## src/hw/rtl/srsw_pkg.sv

```systemverilog
// Types and constants of the selective-repeat sender window.
// No dependencies; used by every module of the block.
`default_nettype none

package srsw_pkg;

	localparam int SEQ_SPACE = 8;
	localparam int SEQ_W     = $clog2(SEQ_SPACE);
	localparam int WIN_W     = 3;
	localparam logic [WIN_W-1:0] WIN_RESET = 3'd4;
	localparam int WORD_W    = 64;

	// Input tdata: payload_word, ack_number, ack_good, expired_seq
	localparam int IN_ACK_LO   = WORD_W;
	localparam int IN_GOOD_BIT = IN_ACK_LO + SEQ_W;
	localparam int IN_EXP_LO   = IN_GOOD_BIT + 1;
	localparam int IN_DATA_W   = 72;

	// Output tdata field positions
	localparam int OUT_ACC_BIT  = 0;
	localparam int OUT_PV_BIT   = 1;
	localparam int OUT_PSEQ_LO  = 2;
	localparam int OUT_PAY_LO   = OUT_PSEQ_LO + SEQ_W;
	localparam int OUT_TCMD_LO  = OUT_PAY_LO + WORD_W;
	localparam int OUT_TSEQ_LO  = OUT_TCMD_LO + 2;
	localparam int OUT_BASE_LO  = OUT_TSEQ_LO + SEQ_W;
	localparam int OUT_NEXT_LO  = OUT_BASE_LO + SEQ_W;
	localparam int OUT_FULL_BIT = OUT_NEXT_LO + SEQ_W;
	localparam int OUT_USED_W   = OUT_FULL_BIT + 1;
	localparam int OUT_DATA_W   = 88;

	typedef enum logic [1:0] {
		ACT_SEND   = 2'd0,
		ACT_ACK    = 2'd1,
		ACT_EXPIRE = 2'd2,
		ACT_NONE   = 2'd3
	} act_t;

	typedef enum logic [1:0] {
		TMR_NONE    = 2'd0,
		TMR_START   = 2'd1,
		TMR_STOP    = 2'd2,
		TMR_RESTART = 2'd3
	} tcmd_t;

	typedef enum logic [1:0] {
		ST_IDLE,
		ST_EXEC,
		ST_SLIDE,
		ST_DONE
	} state_t;

	typedef struct packed {
		logic             we;
		logic [SEQ_W-1:0] waddr;
		logic             re;
		logic [SEQ_W-1:0] raddr;
	} mem_ctl_t;

	typedef struct packed {
		logic              send_accepted;
		logic              packet_valid;
		logic [SEQ_W-1:0]  packet_seq;
		logic [WORD_W-1:0] packet_payload;
		tcmd_t             timer_command;
		logic [SEQ_W-1:0]  timer_seq;
		logic [SEQ_W-1:0]  window_base;
		logic [SEQ_W-1:0]  next_sequence;
		logic              window_full;
	} res_t;

endpackage

`default_nettype wire

```

## src/hw/rtl/srsw_pmem.sv

```systemverilog
// Payload store: one synchronous memory, one write and one read port,
// registered read data. Uses srsw_pkg.
`default_nettype none

module srsw_pmem #(
	parameter int DATA_W = 64
) (
	input  wire                   clk,
	input  srsw_pkg::mem_ctl_t    ctl,
	input  wire  [DATA_W-1:0]     wdata,
	output logic [DATA_W-1:0]     rdata
);
	import srsw_pkg::*;

	logic [DATA_W-1:0] mem [SEQ_SPACE];

	always_ff @(posedge clk) begin
		if (ctl.we) begin
			mem[ctl.waddr] <= wdata;
		end
	end

	always_ff @(posedge clk) begin
		if (ctl.re) begin
			rdata <= mem[ctl.raddr];
		end
	end

endmodule

`default_nettype wire

```

## src/hw/rtl/srsw_ctrl.sv

```systemverilog
// Window controller: base and next counters, acked flags, item sequencer
// and base slide walk. Uses srsw_pkg; drives the srsw_pmem ports.
`default_nettype none

module srsw_ctrl #(
	parameter int PAYLOAD_BITS = 64
) (
	input  wire                               clk,
	input  wire                               arst_n,
	input  wire                               in_valid,
	output logic                              in_ready,
	input  srsw_pkg::act_t                    in_action,
	input  wire  [PAYLOAD_BITS-1:0]           in_word,
	input  wire  [srsw_pkg::SEQ_W-1:0]        in_ackn,
	input  wire                               in_good,
	input  wire  [srsw_pkg::SEQ_W-1:0]        in_expn,
	input  wire  [srsw_pkg::WIN_W-1:0]        window_size,
	output srsw_pkg::mem_ctl_t                mem_ctl,
	output logic [PAYLOAD_BITS-1:0]           mem_wdata,
	input  wire  [PAYLOAD_BITS-1:0]           mem_rdata,
	output logic                              res_valid,
	input  wire                               res_ready,
	output srsw_pkg::res_t                    res
);
	import srsw_pkg::*;

	state_t                  state_q, state_d;
	logic [SEQ_W-1:0]        base_q, next_q;
	logic [SEQ_SPACE-1:0]    flags_q;
	act_t                    act_q;
	logic [PAYLOAD_BITS-1:0] word_q;
	logic [SEQ_W-1:0]        ackn_q, expn_q;
	logic                    good_q;
	res_t                    ev_q, ev_d;

	logic [SEQ_W-1:0] dist_next, dist_ack;
	logic [WIN_W-1:0] eff_win;
	logic             full, in_window, slide_go, accept;

	assign dist_next = next_q - base_q;
	assign dist_ack  = ackn_q - base_q;
	assign eff_win   = (window_size > WIN_W'(SEQ_SPACE - 1)) ?
		WIN_W'(SEQ_SPACE - 1) : window_size;
	assign full      = dist_next >= SEQ_W'(eff_win);
	assign in_window = dist_ack < dist_next;
	assign slide_go  = (base_q != next_q) && flags_q[base_q];
	assign accept    = in_valid && in_ready;

	// Next state
	always_comb begin
		state_d = state_q;
		case (state_q)
			ST_IDLE: begin
				if (in_valid) begin
					state_d = ST_EXEC;
				end
			end
			ST_EXEC: begin
				if (act_q == ACT_ACK && good_q && in_window) begin
					state_d = ST_SLIDE;
				end else begin
					state_d = ST_DONE;
				end
			end
			ST_SLIDE: begin
				if (!slide_go) begin
					state_d = ST_DONE;
				end
			end
			ST_DONE: begin
				if (res_ready) begin
					state_d = ST_IDLE;
				end
			end
			default: state_d = ST_IDLE;
		endcase
	end

	// Outputs
	always_comb begin
		in_ready      = (state_q == ST_IDLE);
		mem_ctl.re    = accept && (in_action == ACT_EXPIRE);
		mem_ctl.raddr = in_expn;
		mem_ctl.we    = (state_q == ST_EXEC) && (act_q == ACT_SEND) && !full;
		mem_ctl.waddr = next_q;
		mem_wdata     = word_q;
		res_valid     = (state_q == ST_DONE);
		res               = ev_q;
		res.window_base   = base_q;
		res.next_sequence = next_q;
		res.window_full   = full;
	end

	// Event part of the result, settled in the execute cycle
	always_comb begin
		ev_d = '0;
		ev_d.timer_command = TMR_NONE;
		case (act_q)
			ACT_SEND: begin
				if (!full) begin
					ev_d.send_accepted  = 1'b1;
					ev_d.packet_valid   = 1'b1;
					ev_d.packet_seq     = next_q;
					ev_d.packet_payload = WORD_W'(word_q);
					ev_d.timer_command  = TMR_START;
					ev_d.timer_seq      = next_q;
				end
			end
			ACT_ACK: begin
				if (good_q) begin
					ev_d.timer_command = TMR_STOP;
					ev_d.timer_seq     = ackn_q;
				end
			end
			ACT_EXPIRE: begin
				ev_d.packet_valid   = 1'b1;
				ev_d.packet_seq     = expn_q;
				ev_d.packet_payload = WORD_W'(mem_rdata);
				ev_d.timer_command  = TMR_RESTART;
				ev_d.timer_seq      = expn_q;
			end
			default: ev_d = '0;
		endcase
	end

	always_ff @(posedge clk or negedge arst_n) begin
		if (!arst_n) begin
			state_q <= ST_IDLE;
			base_q  <= '0;
			next_q  <= '0;
			flags_q <= '0;
		end else begin
			state_q <= state_d;
			if (state_q == ST_EXEC) begin
				if (act_q == ACT_SEND && !full) begin
					flags_q[next_q] <= 1'b0;
					next_q          <= next_q + 1'b1;
				end
				if (act_q == ACT_ACK && good_q && in_window) begin
					flags_q[ackn_q] <= 1'b1;
				end
			end
			// Walk the base past acked slots, one per cycle
			if (state_q == ST_SLIDE && slide_go) begin
				flags_q[base_q] <= 1'b0;
				base_q          <= base_q + 1'b1;
			end
		end
	end

	always_ff @(posedge clk) begin
		if (accept) begin
			act_q  <= in_action;
			word_q <= in_word;
			ackn_q <= in_ackn;
			good_q <= in_good;
			expn_q <= in_expn;
		end
		if (state_q == ST_EXEC) begin
			ev_q <= ev_d;
		end
	end

endmodule

`default_nettype wire

```

## src/hw/rtl/selective_repeat_sender_window_core.sv

```systemverilog
// Top level of the selective-repeat sender window: stream ports, window
// register, output register. Uses srsw_pkg, srsw_ctrl and srsw_pmem.
`default_nettype none

// One item is in work at a time. A send, an expiry, a corrupt or stray
// acknowledgement and a no-op item each pass through accept (which issues
// the payload memory read), execute (memory write for a send, read data for
// an expiry) and deliver into the output register. The next item can be
// accepted in the cycle after delivery. A good acknowledgement that falls
// in the window adds a slide step between execute and deliver, in which the
// base slides past the acked slots, one flag per cycle. While the output
// register holds an unread result, the block waits in its deliver cycle. The
// next item is taken while the previous result waits in the output register.
// window_size resets to 4 and is written through cfg_valid/cfg_data; the user
// must write it only while the block is idle, which the block does not enforce.
module selective_repeat_sender_window_core #(
	parameter int PAYLOAD_BITS = 64
) (
	input  wire                                clk,
	input  wire                                arst_n,
	input  wire                                s_axis_tvalid,
	output logic                               s_axis_tready,
	// [63:0] payload_word, [66:64] ack_number, [67] ack_good,
	// [70:68] expired_seq, [71] zero
	input  wire  [srsw_pkg::IN_DATA_W-1:0]     s_axis_tdata,
	// [1:0] action
	input  wire  [1:0]                         s_axis_tuser,
	output logic                               m_axis_tvalid,
	input  wire                                m_axis_tready,
	// [0] send_accepted, [1] packet_valid, [4:2] packet_seq,
	// [68:5] packet_payload, [70:69] timer_command, [73:71] timer_seq,
	// [76:74] window_base, [79:77] next_sequence, [80] window_full, [87:81] zero
	output logic [srsw_pkg::OUT_DATA_W-1:0]    m_axis_tdata,
	input  wire                                cfg_valid,
	output logic                               cfg_ready,
	input  wire  [srsw_pkg::WIN_W-1:0]         cfg_data
);
	import srsw_pkg::*;

	logic [WIN_W-1:0]        window_size_q;
	mem_ctl_t                mem_ctl;
	logic [PAYLOAD_BITS-1:0] mem_wdata, mem_rdata;
	logic                    res_valid, res_ready;
	res_t                    res;
	logic                    out_valid_q;
	logic [OUT_DATA_W-1:0]   out_data_q;

	assign cfg_ready = 1'b1;

	always_ff @(posedge clk or negedge arst_n) begin
		if (!arst_n) begin
			window_size_q <= WIN_RESET;
		end else if (cfg_valid && cfg_ready) begin
			window_size_q <= cfg_data;
		end
	end

	srsw_ctrl #(
		.PAYLOAD_BITS(PAYLOAD_BITS)
	) u_ctrl (
		.clk        (clk),
		.arst_n     (arst_n),
		.in_valid   (s_axis_tvalid),
		.in_ready   (s_axis_tready),
		.in_action  (act_t'(s_axis_tuser)),
		.in_word    (s_axis_tdata[PAYLOAD_BITS-1:0]),
		.in_ackn    (s_axis_tdata[IN_ACK_LO +: SEQ_W]),
		.in_good    (s_axis_tdata[IN_GOOD_BIT]),
		.in_expn    (s_axis_tdata[IN_EXP_LO +: SEQ_W]),
		.window_size(window_size_q),
		.mem_ctl    (mem_ctl),
		.mem_wdata  (mem_wdata),
		.mem_rdata  (mem_rdata),
		.res_valid  (res_valid),
		.res_ready  (res_ready),
		.res        (res)
	);

	srsw_pmem #(
		.DATA_W(PAYLOAD_BITS)
	) u_pmem (
		.clk  (clk),
		.ctl  (mem_ctl),
		.wdata(mem_wdata),
		.rdata(mem_rdata)
	);

	// Output register: load when empty or being drained
	assign res_ready = !out_valid_q || m_axis_tready;

	always_ff @(posedge clk or negedge arst_n) begin
		if (!arst_n) begin
			out_valid_q <= 1'b0;
		end else if (res_ready) begin
			out_valid_q <= res_valid;
		end
	end

	always_ff @(posedge clk) begin
		if (res_valid && res_ready) begin
			out_data_q <= {
				(OUT_DATA_W - OUT_USED_W)'(0),
				res.window_full,
				res.next_sequence,
				res.window_base,
				res.timer_seq,
				res.timer_command,
				res.packet_payload,
				res.packet_seq,
				res.packet_valid,
				res.send_accepted
			};
		end
	end

	assign m_axis_tvalid = out_valid_q;
	assign m_axis_tdata  = out_data_q;

endmodule

`default_nettype wire

```

## config.mk

```make
export PLATFORM = sky130hd
export DESIGN_NAME = selective_repeat_sender_window_core
export DESIGN_NICKNAME = d
export VERILOG_FILES = /design/src/hw/rtl/srsw_pkg.sv /design/src/hw/rtl/srsw_pmem.sv /design/src/hw/rtl/srsw_ctrl.sv /design/src/hw/rtl/selective_repeat_sender_window_core.sv
export SDC_FILE = /design/constraint.sdc
export NUM_CORES = 1
export LEC_CHECK = 0
export ABC_AREA = 0
export BUFFER_PORTS_ARGS = -buffer_cell sky130_fd_sc_hd__buf_4
export CAP_MARGIN = 20
export CORE_MARGIN = 2
export CORE_UTILIZATION = 65
export CTS_BUF_LIST = sky130_fd_sc_hd__clkbuf_8
export DETAILED_ROUTE_END_ITERATION = 10
export PLACE_DENSITY = 0.84
export SYNTH_ARGS = -nofsm -noshare
export SYNTH_HDL_FRONTEND = slang
export SYNTH_HIERARCHICAL = 1
export SYNTH_SLANG_ARGS = --single-unit
```

## constraint.sdc

```tcl
create_clock -name clk -period 17.4 [get_ports clk]
set_clock_uncertainty 0.05 [all_clocks]
set_input_delay 1.74 -clock clk [delete_from_list [all_inputs] [get_ports clk]]
set_output_delay 1.74 -clock clk [all_outputs]
set_load 0.02 [all_outputs]
```

* After elaboration in Yosys (flattened, before gate mapping)
Memory sizes are Yosys's and may differ from the RTL's. A register that Yosys moved wholly into a read port is not among the register bits.
Cells that the tools add are included.
** Cells by class
- Add/sub/neg operators :: 4
- Magnitude comparators :: 9
- Equal/unequal tests :: 10
- Mux-type cells :: 25
- Bitwise operators :: 5
- Reductions and logical operators :: 20
** Operator list (number)
- $pmux W68 S2 :: 1
- $mux W74 :: 1
- $mux W8 :: 5
- $and A8 B8 Y8 :: 2
- $not A8 Y8 :: 2
- $pmux W5 S3 :: 1
- $logic_and A1 B1 Y1 :: 13
- $lt A3 B4 Y1 const B :: 3
- $demux W1 S3 :: 3
- $ge A3 B1 Y1 const B :: 3
- $eq A2 B2 Y1 const B :: 4
- $or A8 B8 Y8 :: 1
- $pmux W2 S4 :: 1
- $mux W1 :: 7
- $add A3 B1 Y3 const B :: 2
- $mux W2 :: 3
- $sub A3 B3 Y3 :: 2
- $mux W5 :: 1
- $eq A2 B1 Y1 const B :: 2
- $logic_not A2 Y1 :: 2
- $ne A2 B2 Y1 const B :: 2
- $bmux W1 S3 :: 1
- $ge A3 B3 Y1 :: 1
- $gt A3 B3 Y1 const B :: 1
- 8 further kinds :: 9
** Word-level totals
- Register bits after elaboration :: 248
- Memory bits (writable) :: 512
- Bits of input ports :: 82
- Output and inout port bits :: 91
- Logic and storage cells :: 92
- Memories kept :: 1
** Memories
- u_pmem.mem :: depth 8, bits a word 64, read ports 1, clocked after Yosys merged registers in 1, wr ports 1, line srsw_pmem.sv:15 : logic [DATA_W-1:0] mem [SEQ_SPACE];

* Logic depth before layout (Yosys ltp)
Gate-level depths: netlist of run 1.
- Depth after elaboration :: 13
- Gate-level depth with buffers :: 15
- Gate-level depth less buffers :: 14

* Hierarchy
Netlist of run 1, hierarchy kept.
** By module, submodules not included
- srsw_pmem :: times used 1, cells each 816, area each 21187.8 µm², sequential area each 17296.6 µm²
- srsw_ctrl :: times used 1, cells each 382, area each 6480.0 µm², sequential area each 4814.6 µm²
- selective_repeat_sender_window_core :: times used 1, cells each 101, area each 2661.3 µm², sequential area each 2533.7 µm²

* Least setup slack after synthesis of run 1
No wires, ideal clock.
- Path type :: register to register
- Start point :: register u_ctrl.state_q[1]
- End point :: memory u_pmem.mem[0][0] (enable)
- Library setup time :: 565 ps
- Arrival :: 7325 ps
- Data required time :: 16785 ps
- Path slack :: 9460 ps
- Stages on the path, launching flop included :: 7
- Path buffers :: 0
- Clock period less this slack :: 7940 ps
- Cell sequence :: dfrtp_1 inv_1 ha_1 nand2_1 inv_1 nand2b_1 nor3_1
** RTL lines
- start, declared :: line srsw_ctrl.sv:27 : state_t state_q, state_d;
- start signal, assigned :: line srsw_ctrl.sv:133 : state_q <= state_d;
- end, declared :: line srsw_pmem.sv:15

==> out/results.txt, run 1 <==
GPL Wtd Cong: 0.833
crit path time final: 5100 ps
first-pass GRT wire length: 89.4 mm
synthesized area: 30300 sq um
CTS H-Tree Depth: 4
Post-synth EDFFs: 804
worst r2r path cells: 14
DRC: 0
Post-DP HPWL: 31.9 mm
Initial DRC Count: 1580
pwr/cell area: 140 nW/um^2
crit path DAT: 5440 ps
Die W: 220 microns
largest net degree at the start of global routing: 73
post-CTS setup buffers: 0
Max clock buf depth: 3
vias in the first global route: 14815
leak pwr: 0.0117 uW
most frequent cells in the layout: edfxtp_1, buf_4, clkbuf_8
Setup Crit Path Kind: reg2reg
Final Slew Violations: 0
hold path cells: 0
Hold Crit Class: reg2reg
Ports: 173
Synth Register Bits: 824
Clk Latency, worst-skew pair: 780 ps
crit-path max FO: 41
TritonCTS Buffers: 131
CP required: 17740 ps
Routed Antenna Nets: 0
post-route cell area: 34600 sq um
commonest non-fill, non-tap cell in the layout: edfxtp_1
Final nets: 1650
vias per cell: 6.30
Hold Crit Start: u_ctrl/res[71]$_DFFE_PP_
sequential share of the synthesized area: 81.3%
Clock Sinks: 824
period utilization: 29.3%
Worst Hold Path EP: m_axis_tdata[64]$_DFFE_PP_
via count: 14255
FF-to-FF End: u_pmem/mem[1][22]$_DFFE_PP_
Synth Area in Simple Gates: 1.03%
Synth Area in Compound Gates: 2.77%
root buf cell: clkbuf_8
Setup Slack @ Placement: 12240 ps
Initial Utilization: 65.6%
drt first pass iters: 5
layout cells sized above 1: 34.5%
Max Cap Viol: 0
fraction of registers with async set/reset: 2.43%
status: finished, final reports clean
grt total ovfl: 0
antenna violations before repair: 0
origin of the critical flop-to-flop path: u_ctrl/next_q[0]$_DFFE_PN0P_
Syn Area/Cell: 23.3 sq um
post-synthesis xor/xnor area fraction: 0.231%
setup violators final: 0
Worst setup EP type: register
fillers: 2319
mux share of post-synthesis cell area: 12.3%
R2R setup slack: 12300 ps
CTS tree: yes
Core Region: 46300 sq um
IO buf count: 163
Startpoint Class: register
synth-to-layout area growth: 14.1%
Post-Place Cell Area: 32200 sq um
RSZ-0062 raised after global routing: no
post_cts resized: 0
All-Layer GR Usage: 26.1%
setup ws final: 12300 ps
Clk pin slew, worst setup/hold paths: 60 ps
row cnt: 79
setup TNS: 0 ps
Routed wire per std cell: 26.8 microns
Worst Max-Slew Pin Slew: 1080 ps
DIE HEIGHT: 220 microns
Post-synth top flop: edfxtp_1
Slew HR: 27.9%
maximum vdd ir drop: 129 uV
total wire length: 60.7 mm
count of distinct cell types in the synthesized netlist: 50
Synth Warn #: 6
main combinational cell family by area after synthesis: multiplexers
cts hold-fix bufs: 0
Hold Vio Cnt, Final: 0
die area: 48400 sq um
Adder-Cell Fraction of Synth Area: 0.710%
Fmax: 0.196 GHz
ant diodes: 0
synthesized instance count: 1299
worst max path at each step:
stage,start,endpoint,slack (ps),cells past startpoint
floorplan,u_ctrl/state_q[1]$_DFFE_PN0P_,u_pmem/mem[0][0]$_DFFE_PP_,9460,6
global placement,s_axis_tdata[68],u_pmem/rdata[17]$_DFFE_PP_,12300,5
detailed placement,s_axis_tdata[68],u_pmem/rdata[10]$_DFFE_PP_,12240,5
CTS,u_ctrl/next_q[0]$_DFFE_PN0P_,u_pmem/mem[5][59]$_DFFE_PP_,12290,14
global route,u_ctrl/next_q[0]$_DFFE_PN0P_,u_pmem/mem[0][58]$_DFFE_PP_,12070,14
finish,u_ctrl/next_q[0]$_DFFE_PN0P_,u_pmem/mem[1][22]$_DFFE_PP_,12300,14
registers in the layout, indices dropped and copies added (netlist names), 2 cells and up:
register,flops
m_axis_tdata,81
u_pmem/mem,512
u_ctrl/expn_q,3
u_ctrl/flags_q,8
window_size_q,3
u_ctrl/mem_wdata,64
u_pmem/rdata,64
u_ctrl/state_q,2
u_ctrl/next_q,3
u_ctrl/res,74
u_ctrl/base_q,3
u_ctrl/ackn_q,3
u_ctrl/act_q,2
layout make-up:
class	instances	area (sq um)	share of cell area, %
Tap cell	607	759	2.19
Clock buffer	138	1900	5.49
Inverter	22	83.8	0.242
Clock inverter	99	549	1.59
Timing Repair Buffer	184	1410	4.06
Sequential cell	824	24600	71.2
Multi-Input combinational cell	389	5280	15.2
through the flow:
stage          hold WS, ps  instances  power (uW)  utilization, %
5_1_grt                365       2263        5040            74.8
2_1_floorplan          350       1305        3070               -
4_1_cts                357       2262        4890            74.8
3_3_place_gp           354       2025        3320            69.5
6_report               361       2263        4860            74.8
3_5_place_dp           355       2025        3360            69.5
cell families after synthesis:
kind of cell / count (synthesis)
DFF: 824
muxes: 202
AOI/OAI and AO/OA: 99
buffers and inverters: 92
and+or+nand+nor: 56
adders and majority gates: 16
xor gates and xnor gates: 8
other: 2
critical path, stage by stage (launching register included):
cell	delay, ps
dfrtp_1	690
inv_1	270
ha_1	260
inv_1	60
fa_1	430
ha_1	300
a21oi_1	160
o211ai_1	100
buf_4	210
clkinv_2	60
nand2_1	100
inv_1	140
nand2b_1	240
nor2_4	820
buf_4	760
synthesized netlist by cell type, types with 5 or more instances:
master    number  area [sq um]
ha_1          14           175
buf_1         10          37.5
buf_2          5          25.0
nand2b_1       9          56.3
clkbuf_1      24          90.1
dfrtp_1       19           475
inv_1         20          75.1
nand2_1       14          52.6
nor2_1         9          33.8
o41ai_1        6          52.6
o21ai_0        6          30.0
mux2_2        68           766
edfxtp_1     804         24100
mux4_2       129          2910
a22o_1        65           569
buf_6         12           135
buf_4         19           143
power by group:
part | total (uW) | switching [uW] | internal, uW
registers | 2670 | 139 | 2530
clock network | 1530 | 730 | 797
logic | 662 | 424 | 238
routing by layer:
layer	wire, microns	global-route usage [%]	part of all wire (%)
met5	0	0	0
met4	1450	9.17	2.4
met3	6190	7.81	10
met2	30000	41.2	49
met1	23100	35.4	38
(Power assumes the default switching activity.)
==> run 2: changes to the inputs <==
- CORE_UTILIZATION: 65 -> 63
- PLACE_DENSITY: 0.84 -> 0.82
- clock period: 17.4 -> 5.1 ns (I/O delays scaled with it)
==> run 2 against run 1 <==
Against the previous run:
- flip-flop and latch count unchanged
- core utilization down 0.48 points
- worst setup slack worse by 11000 ps
- highest routed layer unchanged
- critical path depth up 1
- critical endpoint is now u_pmem/mem[4][39]$_DFFE_PP_
- wire length up 3.2%
==> out/results.txt, run 2 (synthesis gave the netlist of run 1 again) <==
fillers: 2440 (+5.2%)
post-CTS setup buffers: 0 (unchanged)
GR Util met3: 5.02% (-2.8 points)
Die W: 223 microns (+1.5%)
crit path time final: 4180 ps (-923 ps)
first-pass GRT wire length: 93.4 mm (+4.6%)
Clk Latency, worst-skew pair: 720 ps (-60 ps)
period utilization: 82.0% (+53 points)
RSZ-0062 raised after global routing: no
post_cts resized: 0 (unchanged)
antenna violations before repair: 0 (unchanged)
Worst Max-Slew Pin Slew: 1060 ps (-22.7 ps)
setup violators final: 0 (unchanged)
CP required: 5430 ps (-12310 ps)
Ports: 173 (unchanged)
commonest non-fill, non-tap cell in the layout: edfxtp_1
Setup Crit Path Kind: reg2reg
setup TNS: 0 ps (unchanged)
Initial DRC Count: 1533 (-3.0%)
R2R setup slack: 920 ps (-11380 ps)
Fmax: 0.239 GHz (+22%)
maximum vdd ir drop: 330 uV (+160%)
Routed wire per std cell: 26.8 microns (-0.31%)
vias per cell: 6.28 (-0.26%)
CTS H-Tree Depth: 3 (-1)
Largest Register: u_pmem/mem
most frequent cells in the layout: edfxtp_1, buf_4, mux4_2
GPL Wtd Cong: 0.867 (+4.1%)
GRT busiest layer: met2
cts hold-fix bufs: 78 (+78)
die area: 49900 sq um (+3.1%)
FF-to-FF End: u_pmem/mem[4][39]$_DFFE_PP_
Max Cap Viol: 0 (unchanged)
Max clock buf depth: 3 (unchanged)
Clock Sinks: 824 (unchanged)
vias in the first global route: 15440 (+4.2%)
DRC: 0 (unchanged)
row cnt: 80 (+1.3%)
Clk pin slew, worst setup/hold paths: 60 ps (about the same)
Hold Crit Class: in2async
Slew HR: 29.5% (+1.5 points)
IO buf count: 163 (unchanged)
hold slack: 155 ps (-206 ps)
Routed Antenna Nets: 0 (unchanged)
ant diodes: 0 (unchanged)
All-Layer GR Usage: 25.6% (-0.54 points)
area occupied by multi-input gates: 5290 sq um (+0.24%)
crit-path max FO: 13 (-68%)
crit path DAT: 4510 ps (-930 ps)
Post-DP HPWL: 32.1 mm (+0.56%)
grt total ovfl: 0 (unchanged)
layout cells sized above 1: 32.5% (-2.0 points)
Core Region: 47600 sq um (+3.0%)
worst r2r path cells: 15 (+1)
Startpoint Class: register
GR Layer Usage met2: 42.0% (+0.82 points)
Final nets: 1728 (+4.7%)
drt first pass iters: 6 (+1)
root buf cell: clkbuf_8
Final Slew Violations: 0 (unchanged)
DIE HEIGHT: 223 microns (+1.5%)
largest net degree at the start of global routing: 79 (+8.2%)
leak pwr: 0.0120 uW (+2.6%)
origin of the critical flop-to-flop path: u_ctrl/base_q[0]$_DFFE_PN0P_
synth-to-layout area growth: 16.8%
via count: 14720 (+3.3%)
met1 usage: 35.3% (-0.11 points)
pwr/cell area: 463 nW/um^2 (+230%)
TritonCTS Buffers: 120 (-8.4%)
Worst setup EP type: register
Initial Utilization: 63.7% (-1.9 points)
status: finished, final reports clean
Largest register FFs: 512 (unchanged)
Seq. cell area: 24600 sq um (unchanged)
Hold Vio Cnt, Final: 0 (unchanged)
total wire length: 62.7 mm (+3.2%)
CTS tree: yes
run 2: cell types whose count changed in the layout (fill, tap and decap cells not counted), sizes merged:
cell         before  now
buf             184  195
bufinv            4    5
clkbuf          138  120
clkinv           42   55
clkinvlp          9    2
dlygate4sd3       0   78
inv              66   60
run 2: metal layers:
metal / wire [microns] / vias to the layer above
li1: - / 6093
met3: 5700 / 111
met2: 31600 / 888
met1: 24100 / 7628
met5: 0 / -
met4: 1230 / 0
run 2: worst max-delay path by stage:
stage / end / cells after the start / startpoint
after CTS: u_pmem/mem[4][39]$_DFFE_PP_ / 15 / u_ctrl/base_q[0]$_DFFE_PN0P_
after floorplan: u_pmem/mem[2][0]$_DFFE_PP_ / 13 / u_ctrl/next_q[0]$_DFFE_PN0P_
final: u_pmem/mem[4][39]$_DFFE_PP_ / 15 / u_ctrl/base_q[0]$_DFFE_PN0P_
after global routing: u_pmem/mem[4][39]$_DFFE_PP_ / 15 / u_ctrl/base_q[0]$_DFFE_PN0P_
after global placement: u_pmem/mem[4][29]$_DFFE_PP_ / 15 / u_ctrl/base_q[0]$_DFFE_PN0P_
after detailed placement: u_pmem/mem[4][29]$_DFFE_PP_ / 15 / u_ctrl/base_q[0]$_DFFE_PN0P_
run 2: metrics by stage:
| stage | setup slack, ps | util [%] | cells | total power (uW) | instance area [sq um] |
|---|---|---|---|---|---|
| 6_report | 918 | 74.4 | 2343 | 16400 | 35400 |
| 5_1_grt | 655 | 74.4 | 2343 | 17000 | 35400 |
| 4_1_cts | 882 | 74.3 | 2342 | 16400 | 35400 |
| 3_5_place_dp | 987 | 68.0 | 2044 | 11500 | 32400 |
| 3_3_place_gp | 1030 | 67.9 | 2043 | 11400 | 32400 |
| 2_1_floorplan | 235 | - | 1305 | 10500 | 30400 |
run 2: layout make-up:
type / count / share of cell area (%)
clock inverter: 100 / 1.66
inverter: 22 / 0.237
sequential: 824 / 69.6
clock buffer: 120 / 4.66
timing repair buffer: 273 / 6.78
tap: 615 / 2.17
multi-input combinational: 389 / 14.9
run 2: power breakdown:
group	leakage, uW	internal, uW	switching (uW)
Combinational	0.00315	872	1470
Clock	0.00127	2460	2490
Sequential	0.00759	8620	490
Total	0.0120	12000	4450
run 2: worst max-delay path, cell delays in order (launching register included):
cell and delay [ps]:
dfrtp_1 660, ha_1 240, inv_1 50, fa_1 370
xor2_1 210, inv_1 70, ha_1 290, inv_1 60
o211ai_1 100, buf_4 200, clkinv_2 60, nand2_1 90
inv_1 120, nand2_1 230, nor3_4 650, buf_4 380
==> run 3: changes to the inputs <==
- clock period: 5.1 -> 4.1 ns (I/O delays scaled with it)
==> run 3 against run 2 <==
Against the previous run:
- flip-flop and latch count did not move
- worst setup slack got worse by 600 ps
- non-clock buffer count increased by 17
- worst hold slack worse by 88 ps
- sequential share of layout area fell by 0.56 points
- via count rose by 0.94%
- count of clock-buffer cells in the layout rose by 6
- maximum frequency is 10% higher
- critical path depth did not move
- final cell count rose by 0.85%
- clock power rose by 24%
- largest power group unchanged
- highest routed layer unchanged
==> out/results.txt, run 3 (synthesis gave the netlist of run 1 again) <==
Worst setup EP type: register
die area: 49900 sq um (unchanged)
Startpoint Class: register
CTS H-Tree Depth: 3 (unchanged)
vias per cell: 6.29 (about the same)
root buf cell: clkbuf_8
origin of the critical flop-to-flop path: u_ctrl/next_q[0]$_DFFE_PN0P_
setup violators final: 0 (unchanged)
Clk pin slew, worst setup/hold paths: 70 ps (about the same)
Post-Place Cell Area: 32700 sq um (+0.83%)
post-CTS setup buffers: 0 (unchanged)
most frequent cells in the layout: edfxtp_1, buf_4, mux4_2
Largest Register: u_pmem/mem
antenna violations before repair: 2 (+2)
Buf/Inv on CP: 7 (unchanged)
Final nets: 1744 (+0.93%)
crit path time final: 3780 ps (-397 ps)
drt first pass iters: 7 (+1)
layout cells sized above 1: 34.0% (+1.5 points)
TritonCTS Buffers: 119 (-0.83%)
setup TNS: 0 ps (unchanged)
fillers: 2365 (-3.1%)
GPL Wtd Cong: 0.818 (-5.7%)
R2R setup slack: 320 ps (-600 ps)
FF-to-FF End: u_pmem/mem[4][47]$_DFFE_PP_
Top delay family on crit path: buffers and inverters
grt total ovfl: 0 (unchanged)
total wire length: 65.3 mm (+4.2%)
crit-path cells: inv_6 > ha_4 > inv_2 > fa_2 > xor2_1 > inv_1 > ha_1 > inv_1 > o211ai_1 > clkinv_2 > nand2_2 > inv_2 > nand2_4 > nor3_4 > buf_4
CTS tree: yes
post_cts resized: 0 (unchanged)
post-layout util: 75.0% (+0.61 points)
GRT busiest layer: met2
first-pass GRT wire length: 96.8 mm (+3.6%)
RSZ-0062 raised after global routing: no
Clk Latency, worst-skew pair: 720 ps (about the same)
status: finished, final reports clean
Largest register FFs: 512 (unchanged)
IO buf count: 163 (unchanged)
vias in the first global route: 15500 (+0.39%)
Clock Sinks: 824 (unchanged)
synth-to-layout area growth: 17.8%
Die W: 223 microns (unchanged)
GR Layer Usage met2: 43.5% (+1.5 points)
via count: 14858 (+0.94%)
Final Slew Violations: 0 (unchanged)
Hold Vio Cnt, Final: 0 (unchanged)
Slew HR: 36.0% (+6.5 points)
crit-path max FO: 14 (+1)
DRC: 0 (unchanged)
Core Region: 47600 sq um (unchanged)
Ports: 173 (unchanged)
Slowest-stage cell, CP: nor3_4
Setup Slack @ Placement: 381 ps (-607 ps)
period utilization: 92.3% (+10 points)
Initial Utilization: 63.7% (unchanged)
crit path DAT: 4130 ps (-380 ps)
Max Cap Viol: 0 (unchanged)
Post-DP HPWL: 33.7 mm (+4.9%)
met1 usage: 36.4% (+1.1 points)
GR Util met3: 5.95% (+0.94 points)
setup ws final: 316 ps (-603 ps)
Pwr Total: 20600 uW (+25%)
row cnt: 80 (unchanged)
CP required: 4440 ps (-990 ps)
Max clock buf depth: 3 (unchanged)
Fmax: 0.264 GHz (+10%)
Setup Crit Path Kind: reg2reg
Initial DRC Count: 1685 (+9.9%)
post-route cell area: 35700 sq um (+0.82%)
Worst Max-Slew Pin Slew: 960 ps (-97.8 ps)
pwr/cell area: 576 nW/um^2 (+24%)
leak pwr: 0.0121 uW (+1.1%)
DIE HEIGHT: 223 microns (unchanged)
Hold Crit Class: in2async
Routed Antenna Nets: 0 (unchanged)
Critical Path Max Stage Delay: 650 ps (about the same)
cts hold-fix bufs: 78 (unchanged)
maximum vdd ir drop: 362 uV (+9.5%)
largest net degree at the start of global routing: 75 (-5.1%)
Routed wire per std cell: 27.6 microns (+3.3%)
All-Layer GR Usage: 26.8% (+1.2 points)
worst r2r path cells: 15 (unchanged)
commonest non-fill, non-tap cell in the layout: edfxtp_1
## run 3: changes by cell type in the layout (fill, tap and decap cells not counted), moves of 3 or more
cell,delta
buf_4,+10
clkinvlp_4,+3
clkinv_1,-3
clkbuf_8,+6
buf_12,+8
## run 3: how the worst max path moves through the flow
| stage | from | end | slack, ps | cells after the start |
|---|---|---|---|---|
| finish | u_ctrl/next_q[0]$_DFFE_PN0P_ | u_pmem/mem[4][47]$_DFFE_PP_ | 320 | 15 |
| global route | u_ctrl/next_q[0]$_DFFE_PN0P_ | u_pmem/mem[4][47]$_DFFE_PP_ | 90 | 15 |
| CTS | u_ctrl/next_q[0]$_DFFE_PN0P_ | u_pmem/mem[4][47]$_DFFE_PP_ | 330 | 15 |
| detailed placement | u_ctrl/next_q[0]$_DFFE_PN0P_ | u_pmem/mem[4][54]$_DFFE_PP_ | 380 | 15 |
| global placement | u_ctrl/next_q[0]$_DFFE_PN0P_ | u_pmem/mem[4][48]$_DFFE_PP_ | 460 | 15 |
| floorplan | u_ctrl/next_q[0]$_DFFE_PN0P_ | u_pmem/mem[0][0]$_DFFE_PP_ | -360 | 13 |
## run 3: power breakdown
| group | internal (uW) | total (uW) | switching (uW) |
|---|---|---|---|
| sequential | 10700 | 11300 | 605 |
| clock | 3100 | 6160 | 3050 |
| combinational | 1150 | 3070 | 1920 |
| total | 15000 | 20600 | 5580 |
## run 3: final cells by class
cell class                 instances  area, sq um  area share (%)
clock inverter                    96          528            1.48
inverter                          22         88.8           0.249
multi-input combinational        389         5340            14.9
timing repair buffer             290         2610            7.30
clock buffer                     126         1730            4.86
antenna                            1         2.50         0.00701
tap                              615          769            2.15
sequential                       824        24600            69.0
## run 3: per-layer routing
metal | share of wire, % | vias to the layer above
met4 | 2.9 | 0
met2 | 50 | 977
met3 | 9.8 | 134
met5 | 0 | -
met1 | 38 | 7631
li1 | - | 6116
## run 3: metrics by stage
stage,instances,hold slack (ps)
floorplan,1305,64.4
global placement,2061,257
detailed placement,2061,260
CTS,2361,17.6
global route,2363,68.9
finish,2363,67.1
